## src/hdl/riq_pkg.sv

```systemverilog
package riq_pkg;

  localparam int unsigned ADDR_W  = 16;
  localparam int unsigned TAG_W   = 16;
  localparam int unsigned TIME_W  = 32;
  localparam int unsigned CNT_W   = 32;
  localparam int unsigned KIND_W  = 3;
  localparam int unsigned CFG_W   = 16;
  localparam int unsigned CFG_IDX_W = 1;
  localparam int unsigned ENTRY_W = TAG_W + TIME_W;

  localparam logic [CFG_IDX_W-1:0] REG_ROUTER_ADDRESS = 1'b0;
  localparam logic [CFG_IDX_W-1:0] REG_SERVICE_DELAY  = 1'b1;

  localparam logic OP_ARRIVE = 1'b0;
  localparam logic OP_SWITCH = 1'b1;

  typedef enum logic [KIND_W-1:0] {
    KIND_NONE      = 3'd0,
    KIND_DELIVERED = 3'd1,
    KIND_ENQUEUED  = 3'd2,
    KIND_DROPPED   = 3'd3,
    KIND_SWITCHED  = 3'd4
  } kind_t;

  typedef enum logic {
    ST_IDLE,
    ST_EXEC
  } state_t;

  typedef struct packed {
    logic capture;
    logic execute;
  } ctl_cmd_t;

  typedef struct packed {
    logic empty;
    logic full;
  } dp_status_t;

endpackage

```

## src/hdl/riq_ctrl.sv

```systemverilog
module riq_ctrl (
  input  logic              clk,
  input  logic              rst_n,
  input  logic              start,
  output logic              busy,
  output riq_pkg::ctl_cmd_t cmd
);
  import riq_pkg::*;

  state_t state_r;
  state_t state_nxt;

  always_ff @(posedge clk) begin
    if (!rst_n) begin
      state_r <= ST_IDLE;
    end else begin
      state_r <= state_nxt;
    end
  end

  always_comb begin
    state_nxt = state_r;
    case (state_r)
      ST_IDLE: begin
        if (start) begin
          state_nxt = ST_EXEC;
        end
      end
      ST_EXEC: begin
        state_nxt = ST_IDLE;
      end
      default: begin
        state_nxt = ST_IDLE;
      end
    endcase
  end

  always_comb begin
    busy        = 1'b0;
    cmd.capture = 1'b0;
    cmd.execute = 1'b0;
    case (state_r)
      ST_IDLE: begin
        cmd.capture = start;
      end
      ST_EXEC: begin
        busy        = 1'b1;
        cmd.execute = 1'b1;
      end
      default: begin
        busy = 1'b0;
      end
    endcase
  end

endmodule

```

## src/hdl/riq_dp.sv

```systemverilog
module riq_dp #(
  parameter int unsigned QUEUE_DEPTH = 16
) (
  input  logic                          clk,
  input  logic                          rst_n,
  input  riq_pkg::ctl_cmd_t             cmd,
  output riq_pkg::dp_status_t           status,
  input  logic                          cfg_we,
  input  logic [riq_pkg::CFG_IDX_W-1:0] cfg_index,
  input  logic [riq_pkg::CFG_W-1:0]     cfg_data,
  input  logic                          in_op,
  input  logic [riq_pkg::TAG_W-1:0]     in_pkt_tag,
  input  logic [riq_pkg::ADDR_W-1:0]    in_pkt_destination,
  input  logic [riq_pkg::TIME_W-1:0]    in_pkt_time,
  input  logic [riq_pkg::TIME_W-1:0]    in_current_time,
  output logic                          out_valid,
  output logic [riq_pkg::KIND_W-1:0]    out_result_kind,
  output logic [riq_pkg::TAG_W-1:0]     out_result_tag,
  output logic [riq_pkg::TIME_W-1:0]    out_result_time,
  output logic [riq_pkg::CNT_W-1:0]     out_received_count,
  output logic [riq_pkg::CNT_W-1:0]     out_dropped_count,
  output logic [riq_pkg::CNT_W-1:0]     out_switched_count
);
  import riq_pkg::*;

  localparam int unsigned IDX_W  = (QUEUE_DEPTH > 1) ? $clog2(QUEUE_DEPTH) : 1;
  localparam int unsigned FILL_W = $clog2(QUEUE_DEPTH + 1);
  localparam logic [IDX_W-1:0]  LAST_IDX = IDX_W'(QUEUE_DEPTH - 1);
  localparam logic [FILL_W-1:0] FULL_LVL = FILL_W'(QUEUE_DEPTH);

  // configuration
  logic [ADDR_W-1:0] router_address_r;
  logic [CFG_W-1:0]  service_delay_r;

  always_ff @(posedge clk) begin
    if (!rst_n) begin
      router_address_r <= '0;
      service_delay_r  <= CFG_W'(1);
    end else if (cfg_we) begin
      case (cfg_index)
        REG_ROUTER_ADDRESS: router_address_r <= cfg_data;
        REG_SERVICE_DELAY:  service_delay_r  <= cfg_data;
        default: begin
        end
      endcase
    end
  end

  // captured item
  logic              op_r;
  logic [TAG_W-1:0]  tag_r;
  logic [ADDR_W-1:0] dest_r;
  logic [TIME_W-1:0] ptime_r;
  logic [TIME_W-1:0] now_r;

  always_ff @(posedge clk) begin
    if (cmd.capture) begin
      op_r    <= in_op;
      tag_r   <= in_pkt_tag;
      dest_r  <= in_pkt_destination;
      ptime_r <= in_pkt_time;
      now_r   <= in_current_time;
    end
  end

  // queue state
  logic [IDX_W-1:0]   head_r, head_nxt;
  logic [IDX_W-1:0]   tail_r, tail_nxt;
  logic [FILL_W-1:0]  fill_r, fill_nxt;
  logic [ENTRY_W-1:0] mem [QUEUE_DEPTH];
  logic [ENTRY_W-1:0] rd_data_r;

  // head entry is read while the item is captured
  always_ff @(posedge clk) begin
    if (cmd.capture) begin
      rd_data_r <= mem[head_r];
    end
  end

  logic [TIME_W:0]    ready_sum;
  logic [TIME_W-1:0]  ready_time;
  logic [TAG_W-1:0]   head_tag;
  logic [TIME_W-1:0]  head_time;
  logic               q_empty, q_full;
  logic               do_deliver, do_enq, do_drop, do_switch;

  assign q_empty = (fill_r == '0);
  assign q_full  = (fill_r == FULL_LVL);
  assign status.empty = q_empty;
  assign status.full  = q_full;

  assign ready_sum  = {1'b0, ptime_r} + {{(TIME_W + 1 - CFG_W){1'b0}}, service_delay_r};
  assign ready_time = ready_sum[TIME_W] ? {TIME_W{1'b1}} : ready_sum[TIME_W-1:0];
  assign head_tag   = rd_data_r[ENTRY_W-1:TIME_W];
  assign head_time  = rd_data_r[TIME_W-1:0];

  assign do_deliver = (op_r == OP_ARRIVE) && (dest_r == router_address_r);
  assign do_enq     = (op_r == OP_ARRIVE) && !do_deliver && !q_full;
  assign do_drop    = (op_r == OP_ARRIVE) && !do_deliver && q_full;
  assign do_switch  = (op_r == OP_SWITCH) && !q_empty && (head_time <= now_r);

  always_ff @(posedge clk) begin
    if (cmd.execute && do_enq) begin
      mem[tail_r] <= {tag_r, ready_time};
    end
  end

  always_comb begin
    head_nxt = head_r;
    tail_nxt = tail_r;
    fill_nxt = fill_r;
    if (cmd.execute) begin
      if (do_enq) begin
        tail_nxt = (tail_r == LAST_IDX) ? '0 : tail_r + IDX_W'(1);
        fill_nxt = fill_r + FILL_W'(1);
      end
      if (do_switch) begin
        head_nxt = (head_r == LAST_IDX) ? '0 : head_r + IDX_W'(1);
        fill_nxt = fill_r - FILL_W'(1);
      end
    end
  end

  always_ff @(posedge clk) begin
    if (!rst_n) begin
      head_r <= '0;
      tail_r <= '0;
      fill_r <= '0;
    end else begin
      head_r <= head_nxt;
      tail_r <= tail_nxt;
      fill_r <= fill_nxt;
    end
  end

  // tallies, saturating
  logic [CNT_W-1:0] received_r, dropped_r, switched_r;

  always_ff @(posedge clk) begin
    if (!rst_n) begin
      received_r <= '0;
      dropped_r  <= '0;
      switched_r <= '0;
    end else if (cmd.execute) begin
      if (do_deliver && (received_r != {CNT_W{1'b1}})) begin
        received_r <= received_r + CNT_W'(1);
      end
      if (do_drop && (dropped_r != {CNT_W{1'b1}})) begin
        dropped_r <= dropped_r + CNT_W'(1);
      end
      if (do_switch && (switched_r != {CNT_W{1'b1}})) begin
        switched_r <= switched_r + CNT_W'(1);
      end
    end
  end

  // result register
  logic              valid_r;
  kind_t             kind_r, kind_nxt;
  logic [TAG_W-1:0]  rtag_r, rtag_nxt;
  logic [TIME_W-1:0] rtime_r, rtime_nxt;

  always_comb begin
    kind_nxt  = KIND_NONE;
    rtag_nxt  = '0;
    rtime_nxt = '0;
    if (do_deliver) begin
      kind_nxt  = KIND_DELIVERED;
      rtag_nxt  = tag_r;
      rtime_nxt = ptime_r;
    end else if (do_enq) begin
      kind_nxt  = KIND_ENQUEUED;
      rtag_nxt  = tag_r;
      rtime_nxt = ready_time;
    end else if (do_drop) begin
      kind_nxt  = KIND_DROPPED;
      rtag_nxt  = tag_r;
      rtime_nxt = ptime_r;
    end else if (do_switch) begin
      kind_nxt  = KIND_SWITCHED;
      rtag_nxt  = head_tag;
      rtime_nxt = head_time;
    end
  end

  always_ff @(posedge clk) begin
    if (!rst_n) begin
      valid_r <= 1'b0;
    end else begin
      valid_r <= cmd.execute;
    end
  end

  always_ff @(posedge clk) begin
    if (cmd.execute) begin
      kind_r  <= kind_nxt;
      rtag_r  <= rtag_nxt;
      rtime_r <= rtime_nxt;
    end
  end

  assign out_valid          = valid_r;
  assign out_result_kind    = kind_r;
  assign out_result_tag     = rtag_r;
  assign out_result_time    = rtime_r;
  assign out_received_count = received_r;
  assign out_dropped_count  = dropped_r;
  assign out_switched_count = switched_r;

endmodule

```

## src/hdl/router_input_queue_core.sv

```systemverilog
// Drop-tail input queue of one router port. An item is taken when start is high and busy is
// low; busy then stays high for one cycle and the result appears on the out_ ports, marked
// by out_valid, for exactly one cycle after that, so a new item may be started in the same
// cycle its predecessor's result is shown. An item passes through the registered read of the
// queue head from the packet memory followed by the decide-and-update step. Results cannot be
// held off by the receiver: out_valid is a strobe and must be taken when it is high. The tally
// outputs stay valid between strobes. Configuration writes take effect at once and belong to
// idle periods.
module router_input_queue_core #(
  parameter int unsigned QUEUE_DEPTH = 16
) (
  input  logic                          clk,
  input  logic                          rst_n,
  input  logic                          cfg_we,
  input  logic [riq_pkg::CFG_IDX_W-1:0] cfg_index,
  input  logic [riq_pkg::CFG_W-1:0]     cfg_data,
  input  logic                          start,
  output logic                          busy,
  input  logic                          in_op,
  input  logic [riq_pkg::TAG_W-1:0]     in_pkt_tag,
  input  logic [riq_pkg::ADDR_W-1:0]    in_pkt_destination,
  input  logic [riq_pkg::TIME_W-1:0]    in_pkt_time,
  input  logic [riq_pkg::TIME_W-1:0]    in_current_time,
  output logic                          out_valid,
  output logic [riq_pkg::KIND_W-1:0]    out_result_kind,
  output logic [riq_pkg::TAG_W-1:0]     out_result_tag,
  output logic [riq_pkg::TIME_W-1:0]    out_result_time,
  output logic [riq_pkg::CNT_W-1:0]     out_received_count,
  output logic [riq_pkg::CNT_W-1:0]     out_dropped_count,
  output logic [riq_pkg::CNT_W-1:0]     out_switched_count
);
  import riq_pkg::*;

  ctl_cmd_t   cmd;
  dp_status_t status;

  riq_ctrl u_ctrl (
    .clk   (clk),
    .rst_n (rst_n),
    .start (start),
    .busy  (busy),
    .cmd   (cmd)
  );

  riq_dp #(
    .QUEUE_DEPTH (QUEUE_DEPTH)
  ) u_dp (
    .clk                (clk),
    .rst_n              (rst_n),
    .cmd                (cmd),
    .status             (status),
    .cfg_we             (cfg_we),
    .cfg_index          (cfg_index),
    .cfg_data           (cfg_data),
    .in_op              (in_op),
    .in_pkt_tag         (in_pkt_tag),
    .in_pkt_destination (in_pkt_destination),
    .in_pkt_time        (in_pkt_time),
    .in_current_time    (in_current_time),
    .out_valid          (out_valid),
    .out_result_kind    (out_result_kind),
    .out_result_tag     (out_result_tag),
    .out_result_time    (out_result_time),
    .out_received_count (out_received_count),
    .out_dropped_count  (out_dropped_count),
    .out_switched_count (out_switched_count)
  );

  // every started item raises busy and then yields a result strobe
  a_start_to_result: assert property (@(posedge clk) disable iff (!rst_n)
    (start && !busy) |=> busy ##1 out_valid)
    else $error("transfer did not produce a result");

  a_strobe_needs_busy: assert property (@(posedge clk) disable iff (!rst_n)
    out_valid |-> $past(busy))
    else $error("result strobe without work");

  a_switch_nonempty: assert property (@(posedge clk) disable iff (!rst_n)
    (out_valid && (out_result_kind == KIND_SWITCHED)) |-> $past(!status.empty))
    else $error("switched out of an empty queue");

  a_enq_not_full: assert property (@(posedge clk) disable iff (!rst_n)
    (out_valid && (out_result_kind == KIND_ENQUEUED)) |-> $past(!status.full))
    else $error("enqueued into a full queue");

  a_empty_full_excl: assert property (@(posedge clk) disable iff (!rst_n)
    !(status.empty && status.full))
    else $error("queue both empty and full");

endmodule

```

## config.mk

```make
export PLATFORM = sky130hd
export DESIGN_NAME = router_input_queue_core
export DESIGN_NICKNAME = d
export VERILOG_FILES = /design/src/hdl/riq_pkg.sv /design/src/hdl/riq_ctrl.sv /design/src/hdl/riq_dp.sv /design/src/hdl/router_input_queue_core.sv
export SDC_FILE = /design/constraint.sdc
export NUM_CORES = 1
export LEC_CHECK = 0
export BUFFER_PORTS_ARGS = -buffer_cell sky130_fd_sc_hd__buf_2
export CORE_MARGIN = 3
export CORE_UTILIZATION = 61
export DETAILED_ROUTE_END_ITERATION = 7
export GPL_ROUTABILITY_DRIVEN = 0
export PLACE_DENSITY = 0.85
export SLEW_MARGIN = 25
export SYNTH_ARGS = -nofsm -noshare
export SYNTH_HDL_FRONTEND = slang
export SYNTH_SLANG_ARGS = --single-unit
export TNS_END_PERCENT = 1
```

## constraint.sdc

```tcl
create_clock -name clk -period 10.72 [get_ports clk]
set_clock_uncertainty 0.15 [all_clocks]
set_input_delay 1.072 -clock clk [delete_from_list [all_inputs] [get_ports clk]]
set_output_delay 1.072 -clock clk [all_outputs]
set_load 0.02 [all_outputs]
```

# Yosys cells after proc, flatten, opt, wreduce, memory -nomap -nowiden
# Memory sizes are Yosys's and may differ from the RTL's. A register that Yosys moved wholly into a read port is not among the register bits.
# Cells that the tools add are included.
# W data, S select, Z words.
# classes
add_sub_neg	8
magnitude_cmp	1
eq_ne	7
n_mux	22
bitwise_logic	3
n_reduce_logical	24
# ops
operator	count
$mux W32	5
$add A32 B1 Y32 const B	3
$ne A32 B32 Y1 const B	3
$mux W16	4
$add A32 B16 Y33	1
$le A32 B32 Y1	1
$eq A16 B16 Y1	1
$reduce_and A2 Y1	8
$logic_and A1 B1 Y1	10
$mux W5	2
$add A4 B1 Y4 const B	2
$eq A4 B4 Y1 const B	2
$mux W4	2
$add A5 B1 Y5 const B	1
$eq A5 B5 Y1 const B	1
$logic_not A5 Y1	1
$mux W1	5
$sub A5 B1 Y5 const B	1
$mux W2	2
$logic_not A1 Y1	3
$mux W3	1
$not A1 Y1	3
$reduce_or A3 Y1	1
$pmux W1 S2	1
$reduce_bool A2 Y1	1
# totals
ff_bits	291
ramBits	768
output_inout_bits	149
word_cells	85
n_memories	1
# memory_table
name	depth	word_bits	rd	rd_clocked_by_memory_dff	wr	line_no	rtl
u_dp.mem	16	48	1	1	1	riq_dp.sv:70	logic [ENTRY_W-1:0] mem [QUEUE_DEPTH];

# Logic depth before layout (Yosys ltp)
# depth
depth_word	8
mapped_depth	16

# Hierarchy
# Synthesis repeated with hierarchy kept, for this count alone.
# unflattened
hier_cells	2576
area_unflattened_um2	44486.4
# by_module_without_submodules
module	n_inst	cells_each	area_each_um2	seq_area_each_um2
riq_dp	1	2571	44436.4	31790.5
riq_ctrl	1	5	50.0	20.0

# Worst setup path after synthesis
# No wires, ideal clock.
# synth_path
path_kind	register to register
startpoint	register u_ctrl.state_r
endpoint	register u_dp.dest_r[0] (enable)
setup_ns	0.662
t_arrival_ns	7.659
setup_slack_ns	2.249
stages_incl_launch_ff	2
n_path_buf	0
cell_sequence	dfxtp_1 nor2b_1
# synth_between
elab_chain_len	1
# synth_lines
item	line_no	rtl
start: declaration	riq_ctrl.sv:10	state_t state_r;
start signal: assignment	riq_ctrl.sv:17	state_r <= state_nxt;
$mux W1	riq_ctrl.sv:42	case (state_r)
end signal: assignment	riq_dp.sv:60	dest_r <= in_pkt_destination;
end: declaration	riq_dp.sv:52	logic [ADDR_W-1:0] dest_r;
# Every way passes these cells.
# A chain may end at the register's enable or synchronous reset.

# Worst setup path in the final report
# layout_path
startpoint	register u_dp.rd_data_r[14] (read register of u_dp.mem)
endpoint	register u_dp.fill_r[4]
# layout_between
elab_chain_len	4
elab_cells_between_ends	5
# layout_lines
item	line_no	rtl
start: declaration	riq_dp.sv:71	logic [ENTRY_W-1:0] rd_data_r;
$le A32 B32 Y1 (*)	riq_dp.sv:100	assign do_switch = (op_r == OP_SWITCH) && !q_empty && (head_time <= now_r);
$logic_and A1 B1 Y1 (*)	riq_dp.sv:100	
net u_dp.do_switch	riq_dp.sv:85	logic do_deliver, do_enq, do_drop, do_switch;
$reduce_bool A2 Y1 (no source line)	n/a	
$reduce_and A2 Y1 (no source line)	n/a	
end signal: assignment	riq_dp.sv:132	fill_r <= fill_nxt;
end: declaration	riq_dp.sv:69	logic [FILL_W-1:0] fill_r, fill_nxt;
# Mark *: on every way through the listed nets, which the timed path passes. The rest lies on a longest branch.

==> results.cfg <==
[clock_tree]
worst_setup_hold_path_clk_slew_ps = 60
cts_tree = built
numCtsBuffers = 104
clockRootBuffer = clkbuf_16
clock_path_buffers = 3
postCtsHoldBufs = 0
cts_resized = 0
insertion_delay_ps = 700
post_cts_buffers = 0
cts.sinks = 1107
htreeDepth = 3

[routing]
drc = 2
post_drt_wl_per_cell_um = 30.5
firstDrtPassIters = 8
num_vias = 27100
avgViaCountPerCell = 6.90
routed_wl_mm = 120
dr.first_iter.drc_count = 3676
postRouteAntennaNets = 0

[power]
power_density_nw_per_um2 = 178
p_leak_nw = 16.7
finalPower_mw = 9.01
ir_worst_vdd_uv = 152

[yosys]
netlist_area_um2 = 44700
synthFlopType = edfxtp_1
syn-num-nets = 2792
ys_warn_count = 0
synth_seq_cells = 1107
synth.distinct_cells = 73
syn_inst = 2613
yosysSeqAreaShare_pct = 71.1
async_flop_share_pct = 0
syn-mean-instance-area_um2 = 17.1
synth-edff-count = 964

[hold_path]
hold_path.class = reg2reg

[critical_path]
crit_slowest_cell = nand3_2
path_cells = ha_1 > nand4_1 > nor4_1 > nand3_2 > o311ai_4 > nand3_2 > nor2_1 > inv_1 > fa_1 > inv_1 > a21o_1 > a21oi_1 > mux2i_1 > mux2i_1
crit_required_ps = 11180
cp_num_buf_inv = 2
slowest_delay_ps = 910
worstSetupPathType = reg2reg
cp_top_family = simple AND/OR/NAND/NOR gates
path_max_fanout = 38
arrival_ps = 5770
setup.worst_path.end_class = flip-flop
startpoint_type = flip-flop

[timing]
fmax_mhz = 188
period_share_pct = 49.5
hold_viol = 0
rsz0062_at_grt = no
period_needed_ps = 5310
tightest_slew_ps = 1070
drv_slew = 0
final-setup-viol-count = 0
fin_tns_setup_ps = 0
relSlewSlack_pct = 28.9

[global_routing]
met2_usage_pct = 52.3
grt-busiest-layer = met2
grt_usage_pct = 31.2
overflow = 0
grt_pass1_vias = 27200
grt_pass1_wl_mm = 178
grt_max_degree = 135
antenna_found_initial = 4
grt_use_met1_pct = 40.0
met3_usage_pct = 5.67

[die]
fp.dieW_um = 277
die_y_um = 277
ios = 267
start_util_pct = 62.0
coreArea_um2 = 72100
rows = 98
dieArea_um2 = 76600

[finish]
final_common_cell = edfxtp_1
area_growth_pct = 13.4
fin_nets = 3070
final_cell_mix = edfxtp_1, buf_2, mux4_2
drive_gt1_share_pct = 25.4

[place]
numPortBuffers = 266
place_hpwl_mm = 63.6

[outcome]
status = complete, but fails checks
violations = design-rule violations

[run]
cap_violations = 0
-- worst paths after layout --
path	from	to	slack [ps]	depth (start not counted)
max	u_dp.rd_data_r[14]$_DFFE_PP_	u_dp.fill_r[4]$_SDFFE_PN0P_	5410	14
min reg2reg	u_dp.router_address_r[3]$_SDFFE_PN0P_	u_dp.router_address_r[3]$_SDFFE_PN0P_	320	2
max reg2reg	u_dp.rd_data_r[14]$_DFFE_PP_	u_dp.fill_r[4]$_SDFFE_PN0P_	5410	14
min	u_dp.router_address_r[3]$_SDFFE_PN0P_	u_dp.router_address_r[3]$_SDFFE_PN0P_	320	2
-- metal layers --
layer | vias up | routed length [um]
met5 | - | 25
met4 | 4 | 6210
met2 | 2097 | 60200
met1 | 13600 | 41300
met3 | 435 | 12400
li1 | 10900 | -
-- cells in the mapped netlist, types with 3 or more instances --
| master | count | area share, % |
|---|---|---|
| edfxtp_1 | 964 | 65 |
| mux4_2 | 240 | 12 |
| nand2_1 | 223 | 1.9 |
| dfxtp_1 | 143 | 6.4 |
| a21oi_1 | 112 | 1.3 |
| nor2_1 | 99 | 0.83 |
| clkbuf_1 | 90 | 0.76 |
| inv_1 | 63 | 0.53 |
| nand3_1 | 62 | 0.69 |
| ha_1 | 59 | 1.7 |
| nand4_1 | 48 | 0.67 |
| o21ai_0 | 44 | 0.49 |
| xnor2_1 | 42 | 0.82 |
| nor3_1 | 35 | 0.39 |
| xor2_1 | 35 | 0.69 |
| or3_1 | 25 | 0.35 |
| mux2i_1 | 24 | 0.54 |
| nand2b_1 | 23 | 0.32 |
| o31ai_1 | 23 | 0.39 |
| buf_1 | 21 | 0.18 |
| buf_2 | 18 | 0.20 |
| o2bb2ai_1 | 17 | 0.33 |
| or4_1 | 17 | 0.29 |
| and2_1 | 14 | 0.20 |
| and3_1 | 14 | 0.20 |
| nor4_1 | 13 | 0.18 |
| a21o_1 | 12 | 0.20 |
| a221oi_1 | 12 | 0.24 |
| and4_1 | 11 | 0.22 |
| a31oi_1 | 9 | 0.13 |
| o21a_1 | 8 | 0.13 |
| a22oi_1 | 6 | 0.10 |
| nor2b_1 | 6 | 0.084 |
| a211o_1 | 5 | 0.098 |
| a211oi_1 | 5 | 0.084 |
| nor4b_1 | 5 | 0.098 |
| o211ai_1 | 5 | 0.084 |
| mux2_2 | 4 | 0.10 |
| o22ai_1 | 4 | 0.056 |
| a311oi_1 | 3 | 0.059 |
| a31o_2 | 3 | 0.059 |
| nor4_4 | 3 | 0.14 |
| nor4b_2 | 3 | 0.10 |
-- power by group --
part / internal (mW) / leakage [nW] / switching, mW
Combinational: 0.109 / 5.04 / 0.260
Sequential: 4.79 / 9.94 / 0.0494
Clock: 2.16 / 1.72 / 1.65
-- worst min-delay path, stage by stage, from the launching register on --
cell and delay [ps]:
dfxtp_1 320, nand2_1 60, a21oi_1 50
-- metrics by stage --
step           cells  hold slack [ps]  cell area, um2  setup slack, ps  utilization (%)
6_report        3934              321           50700             5410             70.3
5_1_grt         3931              338           50700             5270             70.3
4_1_cts         3929              321           50700             5590             70.3
3_5_place_dp    3734              311           47100             5780             65.4
3_3_place_gp    3734              308           47100             5940             65.4
2_1_floorplan   2613              290           44700             2250                -
-- area by class of cell --
type	count	area, um2
timing repair buffer	302	1640
inverter	64	241
fill	4168	21400
clock buffer	125	2740
antenna	4	10.0
sequential	1107	31800
multi-input combinational	1312	12300
clock inverter	70	779
tap	950	1190
-- logic make-up after synthesis --
kind of cell               after synthesis  share of synthesized area, %
xor gates and xnor gates                77                          1.51
buffers and inverters                  194                          1.69
muxes                                  268                          12.7
adders and majority gates               61                          1.74
and+or+nand+nor                        612                          6.87
AOI/OAI and AO/OA                      294                          4.33
DFF                                   1107                          71.1
-- state kept, by name (all words and copies together), names as in the netlist --
name	count
u_dp.out_result_tag	16
u_dp.op_r	1
u_dp.out_dropped_count	32
u_dp.out_valid	1
u_dp.tag_r	16
u_dp.fill_r	5
u_dp.out_received_count	32
u_dp.ptime_r	32
u_dp.dest_r	16
u_dp.router_address_r	16
u_ctrl.state_r	1
u_dp.mem	768
u_dp.now_r	32
u_dp.out_switched_count	32
u_dp.tail_r	4
u_dp.service_delay_r	16
u_dp.rd_data_r	48
u_dp.out_result_kind	3
u_dp.out_result_time	32
u_dp.head_r	4
(Power assumes the default switching activity.)
